<file path="src/sv/cft_pkg.sv">
`timescale 1ns / 1ps

package cft_pkg;

    localparam int BYTE_W       = 8;
    localparam int CFG_INDEX_W  = 2;
    localparam int CFG_DATA_W   = 8;
    localparam int CFT_QUEUE_DEPTH = 2;

    localparam logic [BYTE_W-1:0] LF_BYTE = 8'd10;

    localparam logic [CFG_INDEX_W-1:0] CFG_QUOTE  = 2'd0;
    localparam logic [CFG_INDEX_W-1:0] CFG_ESCAPE = 2'd1;
    localparam logic [CFG_INDEX_W-1:0] CFG_DELIM  = 2'd2;

    localparam logic [BYTE_W-1:0] QUOTE_RESET  = 8'd34;
    localparam logic [BYTE_W-1:0] ESCAPE_RESET = 8'd92;
    localparam logic [BYTE_W-1:0] DELIM_RESET  = 8'd44;

    // A text byte together with its classification.
    typedef struct packed {
        logic [BYTE_W-1:0] text_byte;
        logic              is_lf;
        logic              is_quote;
        logic              is_escape;
        logic              is_delim;
    } cls_t;

    // One result request.
    typedef struct packed {
        logic [BYTE_W-1:0] field_byte;
        logic              byte_valid;
        logic              field_end;
        logic              row_end;
        logic              quote_error;
    } res_t;

endpackage

</file>
<file path="src/sv/csv_field_tokenizer.sv">
`timescale 1ns / 1ps

// Streaming CSV tokenizer: it takes one text byte per cycle while full is low
// and yields field bytes, end-of-field and end-of-row marks, and a flag for a
// quoted field left open at a line end. The sustained rate is one byte per
// clock, set by the parser state update in the back end, which handles one
// classified byte per cycle while a byte waits and the result queue is not
// full. A byte is held in the first queue and its result in the result queue
// before it reaches the output ports; bytes that yield no result are consumed
// silently. Two queues of QUEUE_DEPTH entries separate the input, the parser
// and the output, so either side may stall without stopping the other at once.
module csv_field_tokenizer
    import cft_pkg::*;
#(
    parameter int QUEUE_DEPTH = CFT_QUEUE_DEPTH
)
(
    input  logic                   clk,
    input  logic                   rst_n,
    input  logic                   cfg_write,
    input  logic [CFG_INDEX_W-1:0] cfg_index,
    input  logic [CFG_DATA_W-1:0]  cfg_data,
    input  logic                   push,
    output logic                   full,
    input  logic [BYTE_W-1:0]      text_byte,
    output logic                   empty,
    input  logic                   pop,
    output logic [BYTE_W-1:0]      field_byte,
    output logic                   byte_valid,
    output logic                   field_end,
    output logic                   row_end,
    output logic                   quote_error
);

    cls_t front_item;
    cls_t mid_item;
    logic mid_empty;
    logic mid_pop;
    logic res_full;
    logic res_push;
    res_t back_res;
    res_t head_res;

    cft_front u_front (
        .clk       (clk),
        .rst_n     (rst_n),
        .cfg_write (cfg_write),
        .cfg_index (cfg_index),
        .cfg_data  (cfg_data),
        .text_byte (text_byte),
        .item      (front_item)
    );

    cft_fifo #(
        .WIDTH ($bits(cls_t)),
        .DEPTH (QUEUE_DEPTH)
    ) u_mid_queue (
        .clk   (clk),
        .rst_n (rst_n),
        .push  (push),
        .full  (full),
        .wdata (front_item),
        .pop   (mid_pop),
        .empty (mid_empty),
        .rdata (mid_item)
    );

    cft_back u_back (
        .clk      (clk),
        .rst_n    (rst_n),
        .in_empty (mid_empty),
        .in_item  (mid_item),
        .in_pop   (mid_pop),
        .out_full (res_full),
        .out_push (res_push),
        .out_res  (back_res)
    );

    cft_fifo #(
        .WIDTH ($bits(res_t)),
        .DEPTH (QUEUE_DEPTH)
    ) u_res_queue (
        .clk   (clk),
        .rst_n (rst_n),
        .push  (res_push),
        .full  (res_full),
        .wdata (back_res),
        .pop   (pop),
        .empty (empty),
        .rdata (head_res)
    );

    assign field_byte  = head_res.field_byte;
    assign byte_valid  = head_res.byte_valid;
    assign field_end   = head_res.field_end;
    assign row_end     = head_res.row_end;
    assign quote_error = head_res.quote_error;

endmodule

</file>
<file path="src/sv/cft_fifo.sv">
`timescale 1ns / 1ps

module cft_fifo
#(
    parameter int WIDTH = 8,
    parameter int DEPTH = 2
)
(
    input  logic             clk,
    input  logic             rst_n,
    input  logic             push,
    output logic             full,
    input  logic [WIDTH-1:0] wdata,
    input  logic             pop,
    output logic             empty,
    output logic [WIDTH-1:0] rdata
);

    localparam int PTR_W = (DEPTH > 1) ? $clog2(DEPTH) : 1;
    localparam int CNT_W = $clog2(DEPTH + 1);

    logic [WIDTH-1:0] mem_reg [DEPTH];
    logic [PTR_W-1:0] wr_ptr_reg, wr_ptr_next;
    logic [PTR_W-1:0] rd_ptr_reg, rd_ptr_next;
    logic [CNT_W-1:0] count_reg, count_next;
    logic             do_push;
    logic             do_pop;

    assign full    = (count_reg == CNT_W'(DEPTH));
    assign empty   = (count_reg == '0);
    assign do_push = push && !full;
    assign do_pop  = pop && !empty;
    assign rdata   = mem_reg[rd_ptr_reg];

    always_comb
    begin
        wr_ptr_next = wr_ptr_reg;
        rd_ptr_next = rd_ptr_reg;
        if (do_push)
        begin
            wr_ptr_next = (wr_ptr_reg == PTR_W'(DEPTH - 1)) ? '0 : wr_ptr_reg + 1'b1;
        end
        if (do_pop)
        begin
            rd_ptr_next = (rd_ptr_reg == PTR_W'(DEPTH - 1)) ? '0 : rd_ptr_reg + 1'b1;
        end
        count_next = count_reg + CNT_W'(do_push) - CNT_W'(do_pop);
    end

    always_ff @(posedge clk or negedge rst_n)
    begin
        if (!rst_n)
        begin
            wr_ptr_reg <= '0;
            rd_ptr_reg <= '0;
            count_reg  <= '0;
        end
        else
        begin
            wr_ptr_reg <= wr_ptr_next;
            rd_ptr_reg <= rd_ptr_next;
            count_reg  <= count_next;
        end
    end

    always_ff @(posedge clk)
    begin
        if (do_push)
        begin
            mem_reg[wr_ptr_reg] <= wdata;
        end
    end

endmodule

</file>
<file path="src/sv/cft_front.sv">
`timescale 1ns / 1ps

module cft_front
    import cft_pkg::*;
(
    input  logic                   clk,
    input  logic                   rst_n,
    input  logic                   cfg_write,
    input  logic [CFG_INDEX_W-1:0] cfg_index,
    input  logic [CFG_DATA_W-1:0]  cfg_data,
    input  logic [BYTE_W-1:0]      text_byte,
    output cls_t                   item
);

    logic [BYTE_W-1:0] quote_reg,  quote_next;
    logic [BYTE_W-1:0] escape_reg, escape_next;
    logic [BYTE_W-1:0] delim_reg,  delim_next;

    always_comb
    begin
        quote_next  = quote_reg;
        escape_next = escape_reg;
        delim_next  = delim_reg;
        if (cfg_write)
        begin
            case (cfg_index)
                CFG_QUOTE:  quote_next  = cfg_data;
                CFG_ESCAPE: escape_next = cfg_data;
                CFG_DELIM:  delim_next  = cfg_data;
                default:    ;
            endcase
        end
    end

    always_ff @(posedge clk or negedge rst_n)
    begin
        if (!rst_n)
        begin
            quote_reg  <= QUOTE_RESET;
            escape_reg <= ESCAPE_RESET;
            delim_reg  <= DELIM_RESET;
        end
        else
        begin
            quote_reg  <= quote_next;
            escape_reg <= escape_next;
            delim_reg  <= delim_next;
        end
    end

    assign item.text_byte = text_byte;
    assign item.is_lf     = (text_byte == LF_BYTE);
    assign item.is_quote  = (text_byte == quote_reg);
    assign item.is_escape = (text_byte == escape_reg);
    assign item.is_delim  = (text_byte == delim_reg);

endmodule

</file>
<file path="src/sv/cft_back.sv">
`timescale 1ns / 1ps

module cft_back
    import cft_pkg::*;
(
    input  logic clk,
    input  logic rst_n,
    input  logic in_empty,
    input  cls_t in_item,
    output logic in_pop,
    input  logic out_full,
    output logic out_push,
    output res_t out_res
);

    typedef enum logic [6:0] {
        MODE_LINE_START = 7'b0000001,
        MODE_COL_START  = 7'b0000010,
        MODE_UNQUOTED   = 7'b0000100,
        MODE_QUOTED     = 7'b0001000,
        MODE_ESCAPED    = 7'b0010000,
        MODE_AFTER_Q    = 7'b0100000,
        MODE_SKIP       = 7'b1000000
    } mode_t;

    typedef struct packed {
        mode_t mode;
        logic  emit;
        res_t  res;
    } step_t;

    function automatic res_t make_res(input logic [BYTE_W-1:0] b, input logic bv,
                                      input logic fe, input logic re, input logic qe);
        res_t r;
        r.field_byte  = bv ? b : '0;
        r.byte_valid  = bv;
        r.field_end   = fe;
        r.row_end     = re;
        r.quote_error = qe;
        return r;
    endfunction

    // A column starts here, either at line start or after a delimiter.
    function automatic step_t col_start(input cls_t it);
        step_t s;
        if (it.is_quote)
        begin
            s.mode = MODE_QUOTED;
            s.emit = 1'b0;
            s.res  = make_res('0, 1'b0, 1'b0, 1'b0, 1'b0);
        end
        else if (it.is_delim)
        begin
            s.mode = MODE_COL_START;
            s.emit = 1'b1;
            s.res  = make_res('0, 1'b0, 1'b1, 1'b0, 1'b0);
        end
        else
        begin
            s.mode = MODE_UNQUOTED;
            s.emit = 1'b1;
            s.res  = make_res(it.text_byte, 1'b1, 1'b0, 1'b0, 1'b0);
        end
        return s;
    endfunction

    mode_t mode_reg, mode_next;
    step_t step;
    logic  take;

    assign take = !in_empty && !out_full;

    always_comb
    begin
        step.mode = mode_reg;
        step.emit = 1'b0;
        step.res  = make_res('0, 1'b0, 1'b0, 1'b0, 1'b0);
        case (mode_reg)
            MODE_COL_START:
            begin
                if (in_item.is_lf)
                begin
                    step.mode = MODE_LINE_START;
                    step.emit = 1'b1;
                    step.res  = make_res('0, 1'b0, 1'b0, 1'b1, 1'b0);
                end
                else
                begin
                    step = col_start(in_item);
                end
            end
            MODE_UNQUOTED:
            begin
                step.emit = 1'b1;
                if (in_item.is_lf)
                begin
                    step.mode = MODE_LINE_START;
                    step.res  = make_res('0, 1'b0, 1'b1, 1'b1, 1'b0);
                end
                else if (in_item.is_delim)
                begin
                    step.mode = MODE_COL_START;
                    step.res  = make_res('0, 1'b0, 1'b1, 1'b0, 1'b0);
                end
                else
                begin
                    step.res = make_res(in_item.text_byte, 1'b1, 1'b0, 1'b0, 1'b0);
                end
            end
            MODE_QUOTED:
            begin
                if (in_item.is_lf)
                begin
                    step.mode = MODE_LINE_START;
                    step.emit = 1'b1;
                    step.res  = make_res('0, 1'b0, 1'b0, 1'b1, 1'b1);
                end
                else if (in_item.is_quote)
                begin
                    step.mode = MODE_AFTER_Q;
                    step.emit = 1'b1;
                    step.res  = make_res('0, 1'b0, 1'b1, 1'b0, 1'b0);
                end
                else if (in_item.is_escape)
                begin
                    step.mode = MODE_ESCAPED;
                end
                else
                begin
                    step.emit = 1'b1;
                    step.res  = make_res(in_item.text_byte, 1'b1, 1'b0, 1'b0, 1'b0);
                end
            end
            MODE_ESCAPED:
            begin
                step.mode = MODE_QUOTED;
                step.emit = 1'b1;
                step.res  = make_res(in_item.text_byte, 1'b1, 1'b0, 1'b0, 1'b0);
            end
            MODE_AFTER_Q:
            begin
                if (in_item.is_lf)
                begin
                    step.mode = MODE_LINE_START;
                    step.emit = 1'b1;
                    step.res  = make_res('0, 1'b0, 1'b0, 1'b1, 1'b0);
                end
                else if (in_item.is_delim)
                begin
                    step.mode = MODE_COL_START;
                end
                else
                begin
                    step.mode = MODE_SKIP;
                    step.emit = 1'b1;
                    step.res  = make_res('0, 1'b0, 1'b0, 1'b1, 1'b0);
                end
            end
            MODE_SKIP:
            begin
                if (in_item.is_lf)
                begin
                    step.mode = MODE_LINE_START;
                end
            end
            default:
            begin
                if (in_item.is_lf)
                begin
                    step.mode = MODE_LINE_START;
                end
                else
                begin
                    step = col_start(in_item);
                end
            end
        endcase
    end

    assign mode_next = take ? step.mode : mode_reg;
    assign in_pop    = take;
    assign out_push  = take && step.emit;
    assign out_res   = step.res;

    always_ff @(posedge clk or negedge rst_n)
    begin
        if (!rst_n)
        begin
            mode_reg <= MODE_LINE_START;
        end
        else
        begin
            mode_reg <= mode_next;
        end
    end

endmodule

</file>
<file path="config.mk">
export PLATFORM = sky130hd
export DESIGN_NAME = csv_field_tokenizer
export DESIGN_NICKNAME = d
export VERILOG_FILES = /design/src/sv/cft_pkg.sv /design/src/sv/csv_field_tokenizer.sv /design/src/sv/cft_fifo.sv /design/src/sv/cft_front.sv /design/src/sv/cft_back.sv
export SDC_FILE = /design/constraint.sdc
export NUM_CORES = 1
export LEC_CHECK = 0
export BUFFER_PORTS_ARGS = -buffer_cell sky130_fd_sc_hd__buf_2
export CAP_MARGIN = 20
export CORE_MARGIN = 2
export CORE_UTILIZATION = 34
export CTS_CLUSTER_SIZE = 16
export DETAILED_ROUTE_END_ITERATION = 7
export GPL_ROUTABILITY_DRIVEN = 0
export GPL_TIMING_DRIVEN = 0
export HOLD_SLACK_MARGIN = 0.06
export PLACE_DENSITY = 0.47
export SYNTH_ARGS = -nofsm -noshare
export SYNTH_HDL_FRONTEND = slang
export SYNTH_SLANG_ARGS = --single-unit
</file>
<file path="constraint.sdc">
create_clock -name clk -period 3.3 [get_ports clk]
set_clock_uncertainty 0.1 [all_clocks]
set_input_delay 0.825 -clock clk [delete_from_list [all_inputs] [get_ports clk]]
set_output_delay 0.825 -clock clk [all_outputs]
set_load 0.01 [all_outputs]
</file>
==> results by group <==
Run status
  – Status: finished, final reports clean

STA
  – Max-slew violation count: 0
  – Min Tclk post-route: 2920 ps
  – Normalized max-slew margin: 0.351
  – Worst Max-Slew Pin Slew: 974 ps
  – Worst hold margin: 392 ps
  – Setup TNS: 0 ps
  – RSZ-0062 raised after global routing: no
  – F_max: 0.342 GHz
  – # setup viols final: 0
  – Crit share post-route: 0.885
  – Final Hold Viols: 0

Die
  – # rows: 40
  – Die area: 13,500 um2
  – Core ar.: 12,200 um2
  – Die Ht: 116 um
  – Die X: 116 um
  – Initial core utilization: 0.351
  – I/O pin cnt: 37

Critical path
  – Data required, critical path: 3170 ps
  – Crit end category: register
  – Setup crit start: u_back.mode_reg[3]$_DFFE_PN0P_
  – Worst Setup Start Kind: register
  – Worst-path maximum fanout: 12
  – Worst Setup Path Type: reg -> reg
  – Crit path DAT: 2790 ps
  – Crit Reg-Reg Startpoint: u_back.mode_reg[3]$_DFFE_PN0P_

Clocking
  – CTS buffer count: 9
  – Post-CTS Setup Bufs: 0
  – CTS Hold Bufs: 0
  – Clk pin slew, worst setup/hold paths: 60 ps
  – H-tree depth: 3
  – CTS Root Cell: clkbuf_16
  – # resized after CTS: 0
  – CTS tree: built
  – Worst skew pair latency: 340 ps
  – Clk sinks: 87
  – Bufs on Longest Clock Path: 2

Route
  – Via count: 2,670
  – Routed length per instance: 15.9 um
  – Drt drc: 0
  – Pre-Repair DR Iteration Count: 4
  – Final wirelength: 8650 um
  – Post-route ant nets: 0
  – Starting DRT DRC Count: 119
  – Vias per cell: 4.90

Final layout
  – Area of the multi-input gates: 1750 um2
  – Antenna Diode Count: 0
  – Syn-to-layout area delta: 16.1%
  – Total Nets Final: 399
  – Ratio of cells with drive above 1 in the final layout: 0.324
  – FF+latch area: 2430 um2
  – Fill count: 1,156

Pwr
  – Pleak: 0.00190 uW
  – Peak supply drop: 250 uV
  – P per Cell Area: 867 nW/um2

Global routing
  – First-pass GRT wire length: 14,100 um
  – GRT Resource Usage Total: 0.142
  – Largest net degree at the start of global routing: 40
  – Global-route track usage on met2: 0.225
  – Total gr overflow: 0
  – Initial antenna violation count: 0
  – GRT Max-Usage Layer: met2
  – M1 GR Usage: 0.191
  – Vias in the first global route: 2,638
  – M3 GR Usage: 0.0293

Synth
  – Area of the mapped netlist: 4270 um2
  – Count leader, synth: edfxtp_1
  – YS warnings: 0
  – Mapped Cells: 323
  – Synthesis-stage register bit count: 87
  – Mean Syn Cell Area: 13.2 um2
  – Most used flip-flop cell after synthesis: edfxtp_1
  – Dominant cells by area after synthesis: edfxtp_1, dfrtp_1, mux2_2
  – Post-synth top area share: 0.337
  – Syn nets: 350
  – Synth unique cells: 62
  – Post-synth top area cell: edfxtp_1
  – Post-synthesis sequential area ratio: 0.569
  – Most instantiated cells after synthesis: edfxtp_1, mux2_2, xnor2_1
  – EDFF count, synth: 48
  – Ys async rst share: 0.448

Place
  – Post-DP HPWL: 6320 um
  – Port-buffer cells: 36

Worst hold path
  – HP Start: u_mid_queue.wr_ptr_reg$_DFFE_PN0P_
  – Hold Crit Class: reg -> reg

Flow run
  – Maxcap violations: 0
[worst paths after layout]
kind | to | slack, ps | depth (start not counted)
max | u_res_queue.mem_reg[1][8]$_DFFE_PP_ | 380 | 6
min | u_mid_queue.wr_ptr_reg$_DFFE_PN0P_ | 390 | 1
max reg2reg | u_res_queue.mem_reg[1][8]$_DFFE_PP_ | 380 | 6
min reg2reg | u_mid_queue.wr_ptr_reg$_DFFE_PN0P_ | 390 | 1
max in group asynchronous | u_front.delim_reg[4]$_DFFE_PN0P_ | 1950 | 1
min in group asynchronous | u_res_queue.rd_ptr_reg$_DFFE_PN0P_ | 530 | 1
[area by class of cell]
cell class,instances,share of cell area
clock inverters,6,0.00908
flip-flops and latches,87,0.490
multi-input cells,214,0.352
repair buffers,38,0.0394
clock buffers,10,0.0462
inverters,11,0.00832
well taps,168,0.0424
plain buffers,11,0.0124
[critical path, stage by stage (launching register included)]
cell and delay (ps):
dfrtp_1 410, clkbuf_1 210, nor4b_1 520, nor4b_1 350, or2_0 190, o41ai_2 140, nor3b_4 630
[routing by layer]
metal | routed length [um] | share of wire | up-vias
met4 | 156 | 0.018 | 0
li1 | - | - | 1294
met1 | 4150 | 0.48 | 1313
met5 | 0 | 0 | -
met3 | 302 | 0.035 | 12
met2 | 4050 | 0.47 | 51
[kinds of logic (layout without fill, tap and decap cells)]
| family | Yosys count | in the layout | synth area share |
|---|---|---|---|
| xor+xnor | 33 | 33 | 0.0677 |
| mux | 53 | 53 | 0.136 |
| flops | 87 | 87 | 0.569 |
| fa+ha+maj | 4 | 4 | 0.0117 |
| simple gates | 92 | 92 | 0.127 |
| compound gates | 32 | 32 | 0.0644 |
| buf+inv | 22 | 76 | 0.0240 |
[metrics by stage]
step,std cells,area [um2],utilization,worst slack [ps],power [uW]
4_1_cts,544,4940,0.406,109,4340
6_report,545,4960,0.408,380,4300
3_5_place_dp,528,4670,0.384,109,3380
2_1_floorplan,323,4270,-,604,2900
5_1_grt,545,4960,0.408,49.9,4610
3_3_place_gp,527,4660,0.383,42.7,3350
[power by group]
group | leakage [uW] | internal, uW | total [uW] | switching (uW)
combinational | 0.000859 | 736 | 1650 | 914
sequential | 0.000908 | 1550 | 1710 | 157
clock | 0.000131 | 515 | 942 | 427
[placed cells by master, fill, tap and decap left out, types with 3 or more instances in the layout]
cell       netlist  layout
edfxtp_1        48      48
nand3_1          4       4
clkbuf_16        0       9
xnor2_1         31      31
dfstp_2         10      10
mux2_2          37      37
clkbuf_1         3       4
nand4_1          7       7
nand2_1          4       4
mux2_1           4       4
buf_2            4      40
or2_2            3       3
nand2b_1         5       5
nor3_1           7       7
nor3b_1          4       4
inv_1           10      10
nor4b_1          4       4
nor2_1          29      28
ha_1             4       4
o21ai_0          8       8
mux2i_1         12      12
nor2b_1          4       4
dfrtp_1         29      29
(Power assumes the default switching activity.)
